File: config.mk
export PLATFORM = sky130hd
export DESIGN_NAME = esfl_ram
export DESIGN_NICKNAME = d
export VERILOG_FILES = /design/src/rtl/esfl_ram.sv
export SDC_FILE = /design/constraint.sdc
export NUM_CORES = 1
export LEC_CHECK = 0
export BUFFER_PORTS_ARGS = -buffer_cell sky130_fd_sc_hd__clkbuf_2
export CORE_ASPECT_RATIO = 1.1
export CORE_MARGIN = 8
export CORE_UTILIZATION = 25
export CTS_CLUSTER_SIZE = 10
export DETAILED_ROUTE_END_ITERATION = 10
export GPL_ROUTABILITY_DRIVEN = 0
export PLACE_DENSITY = 0.41
export SYNTH_ARGS = -nofsm -noshare
export SYNTH_HDL_FRONTEND = slang
export SYNTH_SLANG_ARGS = --single-unit
File: constraint.sdc
create_clock -name clk_i -period 2 [get_ports clk_i]
set_input_delay 0.2 -clock clk_i [delete_from_list [all_inputs] [get_ports clk_i]]
set_output_delay 0.2 -clock clk_i [all_outputs]
set_load 0.02 [all_outputs]
File: src/rtl/esfl_ram.sv
`default_nettype none
// ----------------------------------------------------------------------------
// esfl_ram
// Generic RAM, one write port and one read port, registered read data.
// ----------------------------------------------------------------------------
module esfl_ram #(
  parameter int unsigned WIDTH = 8,
  parameter int unsigned DEPTH = 16
) (
  input  wire logic                     clk_i,
  input  wire logic                     we_i,
  input  wire logic [$clog2(DEPTH)-1:0] waddr_i,
  input  wire logic [WIDTH-1:0]         wdata_i,
  input  wire logic [$clog2(DEPTH)-1:0] raddr_i,
  output logic      [WIDTH-1:0]         rdata_o
);

  logic [WIDTH-1:0] mem_q [DEPTH];

  always_ff @(posedge clk_i) begin
    if (we_i) begin
      mem_q[waddr_i] <= wdata_i;
    end
    rdata_o <= mem_q[raddr_i];
  end

endmodule
`default_nettype wire
==> impl_metrics.yaml, run 1 <==
sta:
  hold_viol_final: 0
  maxSlewHeadroom: 0.698
  post-route-period-util: 0.704
  finalCriticalPeriod_ns: 1.41
  setup_tns_ns: 0
  worstMarginPinSlew_ns: 0.453
  drv_slew: 0
  rsz0062_at_grt: "no"
  timing.fmax_ghz: 0.710
  setup_viol: 0
  fin_skew_ns: 0.00495
  whs_ns: 0.222
global_routing:
  grt_usage: 0.0922
  grt_util_met1: 0.123
  grt_pass1_wl_um: 16900
  first_global_vias: 2716
  antenna_found_initial: 0
  grt-busiest-layer: "met2"
  grt_use_met3: 0.0324
  grt_max_degree: 33
  overflow: 0
  grt.met2_usage: 0.136
clock_network:
  clock-root-buffer: "clkbuf_16"
  cts.hold.buffers_added: 0
  htree_levels: 4
  cts_tree: "built"
  cts.path.max_buffers: 2
  cts-buffers-inserted: 17
  clk_pin_slew_worst_paths_ns: 0.06
  insertion_delay_ns: 0.41
  postCtsSetupBuffers: 0
  cts_resized: 0
  cts.sinks: 136
synth:
  ys_seq_elements: 136
  synth-compound-area-share: 0.0233
  syn_area_per_cell_um2: 22.5
  synthAdderAreaFrac: 0
  synth_area_um2: 5150
  yosys.area_share.simple: 0.0318
  syn-instance-count: 229
  synthXorXnorAreaFrac: 0
  muxShareOfSynthArea: 0.150
  yosysSeqAreaShare: 0.778
  synth_top_family_by_area: "multiplexers"
  syn_nets: 247
  ys_warn_count: 0
  ys_types: 19
setup_path:
  cp_cell_sequence: "mux4_2, a22oi_1, nand2_1"
  reg2reg_depth: 3
  crit_slowest_cell: "mux4_2"
  reg2reg_to: "rdata_o[6]"
  r2r_start: "mem_q[11][6]"
  worstPathRequired_ns: 2.26
  cp_max_fo: 1
  slowest_delay_ns: 0.47
  setup.worst_path.start_class: "flip-flop"
  critPathArrivalTime_ns: 1.67
  worst_setup_path_end_kind: "flip-flop"
  path_class: "reg2reg"
  ff2ff_setup_slack_ns: 0.59
  critPathBufInv: 0
  cpLargestDelayFamily: "multiplexers"
die:
  die_area_um2: 25400
  die_h_um: 166
  initial_core_util: 0.253
  die_w_um: 153
  ios: 26
  num_rows: 55
  coreArea_um2: 20400
layout:
  syn_to_final_growth_pct: 20.5
  nets: 302
  diodes: 0
  final_cell_count_no_fill: 553
  fin_area_um2: 6200
  drive_gt1_frac: 0.300
  num-fill-cells: 2008
  utilization: 0.304
worst_hold_path:
  holdPathStages: 1
  hp-class: "in2reg"
  worstHoldStart: "wdata_i[6]"
  min_to: "mem_q[6][6]"
drt:
  drt_iter0_drc: 157
  ant_nets: 0
  drc: 0
  wl_per_cell_um: 20.1
  via_count: 2433
  drtPass1Iterations: 4
  wirelength_um: 11100
  via_per_inst: 4.40
power:
  seqPwrFrac: 0.520
  p_int_mw: 4.88
  switching_power_mw: 1.29
  switching_share: 0.209
  peakVddDrop_v: 0.000562
  p_clk_frac: 0.427
  combPwrFrac: 0.053
  p_leak_nw: 2.06
  p_per_area_nw_per_um2: 995
flow_run:
  cap_viol_max_count: 0
place:
  hpwl_um: 7020
  place_inst: 521
  post_dp_cell_area_um2: 5700
  port_buffers: 25
status:
  outcome: "finished clean"
==> synth_stat cells <==
library cell	number	area [um^2]
or3b_2	1	8.76
and2b_1	1	7.51
nand2b_1	2	12.5
nand3_1	1	5.00
a22oi_1	16	120
edfxtp_1	128	3840
dfxtp_1	8	160
and2_1	1	6.26
clkdlybuf4s25_2	3	30.0
buf_2	3	15.0
nor2_1	13	48.8
buf_4	1	7.51
mux4_2	18	405
nor2b_1	1	6.26
mux4_1	14	368
nand3b_1	2	15.0
nor3_1	4	20.0
buf_6	3	33.8
nand2_1	9	33.8
==> sequential cells by signal, summed over array words and instances (netlist names) <==
register / cells
mem_q: 128
rdata_o: 8
==> metrics by stage <==
step | power, mW | setup slack [ns]
global placement | 3.60 | 0.272
global route | 6.38 | 0.556
finish | 6.17 | 0.592
CTS | 6.25 | 0.564
detailed placement | 3.61 | 0.298
floorplan | 3.44 | 0.307
==> final cells by class <==
cell class                      count  area (um^2)  share of cell area
Sequential cell                   136         4000               0.646
Multi-Input combinational cell     83         1060               0.170
Clock buffer                       22          444              0.0716
Timing Repair Buffer               46          320              0.0516
Tap cell                          256          320              0.0516
Clock inverter                     10         56.3             0.00908
==> worst register-to-register path, delay by kind of cell, from the launching register on <==
kind / cells / cell delay (ns)
compound gates: 1 / 0.29
flops: 1 / 0.35
mux: 1 / 0.47
simple gates: 1 / 0.16
==> layer usage <==
layer	part of all wire	wire length (um)
met1	0.49	5440
met2	0.46	5080
met3	0.042	471
met4	0.012	129
met5	0	0
==> power groups by stage <==
stage | clock (mW) | combinational, mW | sequential [mW]
global route | 2.81 | 0.356 | 3.22
CTS | 2.71 | 0.337 | 3.21
floorplan | 0 | 0.162 | 3.28
detailed placement | 0 | 0.337 | 3.27
global placement | 0 | 0.335 | 3.27
finish | 2.63 | 0.326 | 3.21
==> layout by cell type, fill, tap and decap left out, drive strengths merged <==
cell | netlist | routed
mux4 | 32 | 32
clkinvlp | 0 | 4
buf | 7 | 21
nor2b | 1 | 1
nand2b | 2 | 2
nand2 | 9 | 9
clkinv | 0 | 6
clkbuf | 0 | 47
nor2 | 13 | 13
or3b | 1 | 1
dfxtp | 8 | 8
nand3b | 2 | 2
a22oi | 16 | 16
nor3 | 4 | 4
and2b | 1 | 1
edfxtp | 128 | 128
nand3 | 1 | 1
and2 | 1 | 1
==> how the worst max path moves through the flow <==
| stage | from | end | cells past startpoint |
|---|---|---|---|
| detailed placement | raddr_i[0] | rdata_o[6] | 5 |
| finish | mem_q[11][6] | rdata_o[6] | 3 |
| floorplan | waddr_i[2] | mem_q[0][0] | 2 |
| global route | mem_q[11][6] | rdata_o[6] | 3 |
| CTS | mem_q[10][6] | rdata_o[6] | 3 |
| global placement | raddr_i[0] | rdata_o[6] | 5 |
==> kinds of logic (layout without fill, tap and decap cells) <==
group,Yosys count,count (layout)
AOI/OAI and AO/OA,16,16
buffers and inverters,10,78
DFF,136,136
muxes,32,32
and+or+nand+nor,35,35
(Power assumes the default switching activity.)
==> run 2: changes to the inputs <==
--- a/config.mk
+++ b/config.mk
@@ -5,6 +5,7 @@
 export SDC_FILE = /design/constraint.sdc
 export NUM_CORES = 1
 export LEC_CHECK = 0
+export ABC_AREA = 1
 export BUFFER_PORTS_ARGS = -buffer_cell sky130_fd_sc_hd__clkbuf_2
 export CORE_ASPECT_RATIO = 1.1
 export CORE_MARGIN = 8
@@ -12,7 +13,7 @@
 export CTS_CLUSTER_SIZE = 10
 export DETAILED_ROUTE_END_ITERATION = 10
 export GPL_ROUTABILITY_DRIVEN = 0
-export PLACE_DENSITY = 0.41
+export PLACE_DENSITY = 0.43
 export SYNTH_ARGS = -nofsm -noshare
 export SYNTH_HDL_FRONTEND = slang
 export SYNTH_SLANG_ARGS = --single-unit
==> constraint.sdc (replaced) <==
create_clock -name clk_i -period 1.2 [get_ports clk_i]
set_input_delay 0.12 -clock clk_i [delete_from_list [all_inputs] [get_ports clk_i]]
set_output_delay 0.12 -clock clk_i [all_outputs]
set_load 0.02 [all_outputs]
==> run 2 against run 1 <==
Net effect: area after synthesis increased by 12%; synthesized cell count increased by 140%; sequential power increased by 67%; critical path type is now reg2out; global-route usage increased by 2.0 points; cell area increased by 14%; critical endpoint is now rdata_o[5]; register-to-register slack got worse by 0.43 ns; first-iteration DRC count increased by 83%; count of clock-buffer cells in the layout decreased by 5; largest power group is now clock; via count increased by 59%.
==> impl_metrics.yaml, run 2 <==
die:
  ios: 26
  num_rows: 58
  initial_core_util: 0.253
  die_area_um2: 28200
  die_w_um: 161
  die_h_um: 175
  coreArea_um2: 22800
drt:
  via_per_inst: 4.20
  wl_per_cell_um: 16.3
  via_count: 3858
  drt_iter0_drc: 287
  drc: 0
  ant_nets: 0
  wirelength_um: 15000
  drtPass1Iterations: 5
place:
  port_buffers: 25
  dp_slack_ns: -0.0719
  post_dp_cell_area_um2: 6460
  place_inst: 887
  hpwl_um: 10300
layout:
  layout.area.seq_um2: 4000
  mostFrequentLayoutCells: "nand2_1, edfxtp_1, inv_1, nand3_1, buf_4"
  largestRegisters: "mem_q x128, rdata_o x8"
  largest_register_ffs: 128
  multiInputGateArea_um2: 1210
  nets: 624
  final_cell_count_no_fill: 919
  num-fill-cells: 2368
  layout_commonest_cell: "nand2_1"
  drive_gt1_frac: 0.152
  fin_area_um2: 7090
  syn_to_final_growth_pct: 22.9
  regMostFlops: "mem_q"
  diodes: 0
global_routing:
  first_global_vias: 4082
  grt_pass1_wl_um: 23600
  overflow: 0
  grt_max_degree: 33
  grt_usage: 0.112
  antenna_found_initial: 0
setup_path:
  critPathBufInv: 1
  worst_setup_path_end_kind: "primary output"
  cp_max_fo: 1
  slowest_delay_ns: 0.36
  crit_slowest_cell: "dfxtp_1"
  cp_cell_sequence: "clkbuf_2"
  critPathArrivalTime_ns: 0.98
  setup.worst_path.start_class: "flip-flop"
  path_class: "reg2out"
  cpLargestDelayFamily: "flip-flops"
  worstPathRequired_ns: 1.08
synth:
  syn_area_per_cell_um2: 10.5
  syn-instance-count: 551
  ys_seq_elements: 136
  netlist_top_cells_area: "edfxtp_1, nand2_1, nand3_1"
  synth_edf_count: 128
  yosysSeqAreaShare: 0.694
  ys_warn_count: 0
  ys_types: 12
  yosysTopAreaCell: "edfxtp_1"
  synth_async_sr_flop_share: 0
  ys.flop_type: "edfxtp_1"
  yosys-top-cells-count: "nand2_1, edfxtp_1, inv_1, nand3_1, nor2_1"
  synth_top_area_frac: 0.667
  synth_area_um2: 5770
  yosysMostFrequentCell: "nand2_1"
  syn_nets: 569
sta:
  drv_slew: 0
  setup_viol: 0
  finalCriticalPeriod_ns: 1.10
  maxSlewHeadroom: 0.685
  setup_tns_ns: 0
  fin_skew_ns: 0.00818
  hold_viol_final: 0
  timing.fmax_ghz: 0.912
  worstMarginPinSlew_ns: 0.472
  rsz0062_at_grt: "no"
  post-route-period-util: 0.913
  whs_ns: 0.130
  setup_slack_ns: 0.104
clock_network:
  insertion_delay_ns: 0.42
  clk_pin_slew_worst_paths_ns: 0.06
  cts_tree: "built"
  cts.hold.buffers_added: 0
  cts-buffers-inserted: 17
  postCtsSetupBuffers: 0
  cts_resized: 0
  htree_levels: 4
  clock-root-buffer: "clkbuf_16"
  cts.path.max_buffers: 2
  cts.sinks: 136
power:
  peakVddDrop_v: 0.000917
  p_leak_nw: 3.04
  p_per_area_nw_per_um2: 1640
flow_run:
  cap_viol_max_count: 0
status:
  outcome: "finished clean"
worst_hold_path:
  hp-class: "in2reg"
-- run 2: changes by cell type after synthesis, moves of 3 or more --
cell / delta
nand3_1: +96
mux4_1: -14
mux4_2: -18
buf_4: +3
nand2_1: +164
inv_1: +100
a22oi_1: -16
buf_6: +3
clkdlybuf4s25_2: -3
buf_2: +10
nor3_1: -4
nor2_1: +4
-- run 2: area by class of cell --
type / count / area share
multi-input cells: 289 / 0.171
well taps: 300 / 0.0530
repair buffers: 60 / 0.0688
flip-flops and latches: 136 / 0.565
clock inverters: 15 / 0.0281
inverters: 102 / 0.0540
clock buffers: 17 / 0.0600
-- run 2: cell families (layout without fill, tap and decap cells) --
group                  count (synthesis)  count (layout)  synth area share
and+or+nand+nor                      289             289             0.210
DFF                                  136             136             0.694
buffers and inverters                126             194            0.0952
-- run 2: where the power goes --
part | internal, mW | total (mW) | switching [mW]
registers | 5.31 | 5.35 | 0.0377
logic | 0.247 | 0.763 | 0.517
clock network | 3.48 | 5.51 | 2.03
total | 9.04 | 11.6 | 2.58
-- run 2: through the flow --
step	power (mW)	utilization
after global placement	6.23	0.284
after CTS	11.8	0.311
after floorplan	5.85	-
final	11.6	0.311
after global routing	12.0	0.311
after detailed placement	6.23	0.284
-- run 2: metal layers --
| metal | part of all wire | track usage | vias to the layer above |
|---|---|---|---|
| met4 | 0.023 | 0.0541 | 0 |
| met2 | 0.49 | 0.186 | 102 |
| li1 | - | - | 1888 |
| met1 | 0.44 | 0.137 | 1842 |
| met3 | 0.045 | 0.0244 | 26 |
| met5 | 0 | 0 | - |
-- run 2: worst min-delay path, delay by kind of cell --
family | cells | cell delay [ns]
buffers and inverters | 1 | 0.16
AND/OR/NAND/NOR | 3 | 0.24
-- run 2: final timing paths --
kind | start | endpoint | slack, ns | cells after the start
max | rdata_o[5] | rdata_o[5] | 0.10 | 1
min | raddr_i[2] | rdata_o[5] | 0.13 | 4
max reg2reg | mem_q[7][1] | rdata_o[1] | 0.16 | 6
min reg2reg | mem_q[10][7] | rdata_o[7] | 0.66 | 6
==> run 3: changes to the inputs <==
--- a/config.mk
+++ b/config.mk
@@ -6,14 +6,14 @@
 export NUM_CORES = 1
 export LEC_CHECK = 0
 export ABC_AREA = 1
-export BUFFER_PORTS_ARGS = -buffer_cell sky130_fd_sc_hd__clkbuf_2
 export CORE_ASPECT_RATIO = 1.1
 export CORE_MARGIN = 8
 export CORE_UTILIZATION = 25
 export CTS_CLUSTER_SIZE = 10
 export DETAILED_ROUTE_END_ITERATION = 10
+export DONT_BUFFER_PORTS = 1
 export GPL_ROUTABILITY_DRIVEN = 0
-export PLACE_DENSITY = 0.43
+export PLACE_DENSITY = 0.42
 export SYNTH_ARGS = -nofsm -noshare
 export SYNTH_HDL_FRONTEND = slang
 export SYNTH_SLANG_ARGS = --single-unit
==> run 3 against run 2 <==
Net effect: register-to-register slack got worse by 0.03 ns; power down 3.8%; flip-flop and latch count did not move; first-iteration DRC count rose by 25%; hold slack got worse by 0.11 ns; combinational power decreased by 24%; via count decreased by 3.2%; non-clock buffer count shrank 24; count of clock-buffer cells in the layout grew 1; cell area fell by 2.8%; critical path depth did not move; fmax fell by 4.0%; largest power group is now registers.
==> impl_metrics.yaml, run 3 (same netlist as run 2, synthesis figures left out) <==
status:
  outcome: "finished clean"
global_routing:
  overflow: 0
  antenna_found_initial: 1
  grt_usage: 0.109
  grt_pass1_wl_um: 22800
  first_global_vias: 3664
  grt_max_degree: 66
worst_hold_path:
  hp-class: "in2reg"
clock_network:
  cts.hold.buffers_added: 11
  cts-buffers-inserted: 17
  htree_levels: 4
  postCtsSetupBuffers: 0
  cts_tree: "built"
  clk_pin_slew_worst_paths_ns: 0.06
  insertion_delay_ns: 0.41
  cts_resized: 0
  cts.sinks: 136
  clock-root-buffer: "clkbuf_16"
  cts.path.max_buffers: 2
flow_run:
  cap_viol_max_count: 0
sta:
  fin_skew_ns: 0.0106
  drv_slew: 0
  setup_viol: 0
  maxSlewHeadroom: 0.425
  post-route-period-util: 0.952
  timing.fmax_ghz: 0.875
  worstMarginPinSlew_ns: 0.860
  whs_ns: 0.0220
  rsz0062_at_grt: "no"
  hold_viol_final: 0
  finalCriticalPeriod_ns: 1.14
  setup_tns_ns: 0
place:
  post_dp_cell_area_um2: 6190
  port_buffers: 0
  hpwl_um: 9360
setup_path:
  setup.worst_path.start_class: "primary input"
  path_class: "in2reg"
  cpLargestDelayFamily: "buffers and inverters"
  worst_setup_path_end_kind: "flip-flop"
  cp_cell_sequence: "dlygate4sd3_1"
  crit_slowest_cell: "dlygate4sd3_1"
  critPathBufInv: 1
  critPathArrivalTime_ns: 1.23
  cp_max_fo: 16
  slowest_delay_ns: 1.09
  worstPathRequired_ns: 1.28
die:
  die_area_um2: 28200
  num_rows: 58
  die_h_um: 175
  die_w_um: 161
  initial_core_util: 0.253
  coreArea_um2: 22800
  ios: 26
layout:
  utilization: 0.302
  largestRegisters: "mem_q x128, rdata_o x8"
  mostFrequentLayoutCells: "nand2_1, edfxtp_1, inv_1, nand3_1, buf_4"
  fin_area_um2: 6890
  regMostFlops: "mem_q"
  layout_commonest_cell: "nand2_1"
  diodes: 0
  largest_register_ffs: 128
  nets: 600
  drive_gt1_frac: 0.0975
  syn_to_final_growth_pct: 19.4
power:
  finalPower_mw: 11.2
  p_leak_nw: 2.89
  p_per_area_nw_per_um2: 1620
  peakVddDrop_v: 0.000976
drt:
  via_per_inst: 4.17
  ant_nets: 0
  drc: 0
  drt_iter0_drc: 359
  wl_per_cell_um: 16.7
  drtPass1Iterations: 4
  via_count: 3733
  wirelength_um: 15000
==> run 3: layout make-up <==
cell class | instances | area [um^2]
Multi-Input combinational cell | 289 | 1210
Inverter | 102 | 383
Fill cell | 2389 | 15900
Clock buffer | 18 | 429
Timing Repair Buffer | 36 | 323
Tap cell | 300 | 375
Clock inverter | 14 | 160
Sequential cell | 136 | 4000
==> run 3: power by group <==
group,switching [mW],internal (mW)
clock network,2.10,3.11
registers,0.0772,5.31
logic,0.395,0.186
==> run 3: through the flow <==
| step | instances | setup WS [ns] |
|---|---|---|
| 3_5_place_dp | 852 | 0.0826 |
| 6_report | 895 | 0.0577 |
| 2_1_floorplan | 551 | 0.129 |
| 3_3_place_gp | 852 | 0.104 |
| 5_1_grt | 895 | 0.0431 |
| 4_1_cts | 895 | 0.0881 |
==> run 3: worst paths after layout <==
path,start,end,slack (ns),cells past startpoint
worst max-delay path,wdata_i[1],mem_q[13][1],0.06,1
worst min-delay path,raddr_i[2],rdata_o[0],0.02,3
worst max register to register,mem_q[3][2],rdata_o[2],0.13,6
worst min register to register,mem_q[10][0],rdata_o[0],0.67,6
==> run 3: layer usage <==
layer  wire, um  vias to the layer above  track usage
met3        759                       18       0.0267
li1           -                     1836            -
met2       7230                       91        0.176
met5          0                        -            0
met4        312                        0       0.0436
met1       6680                     1788        0.139
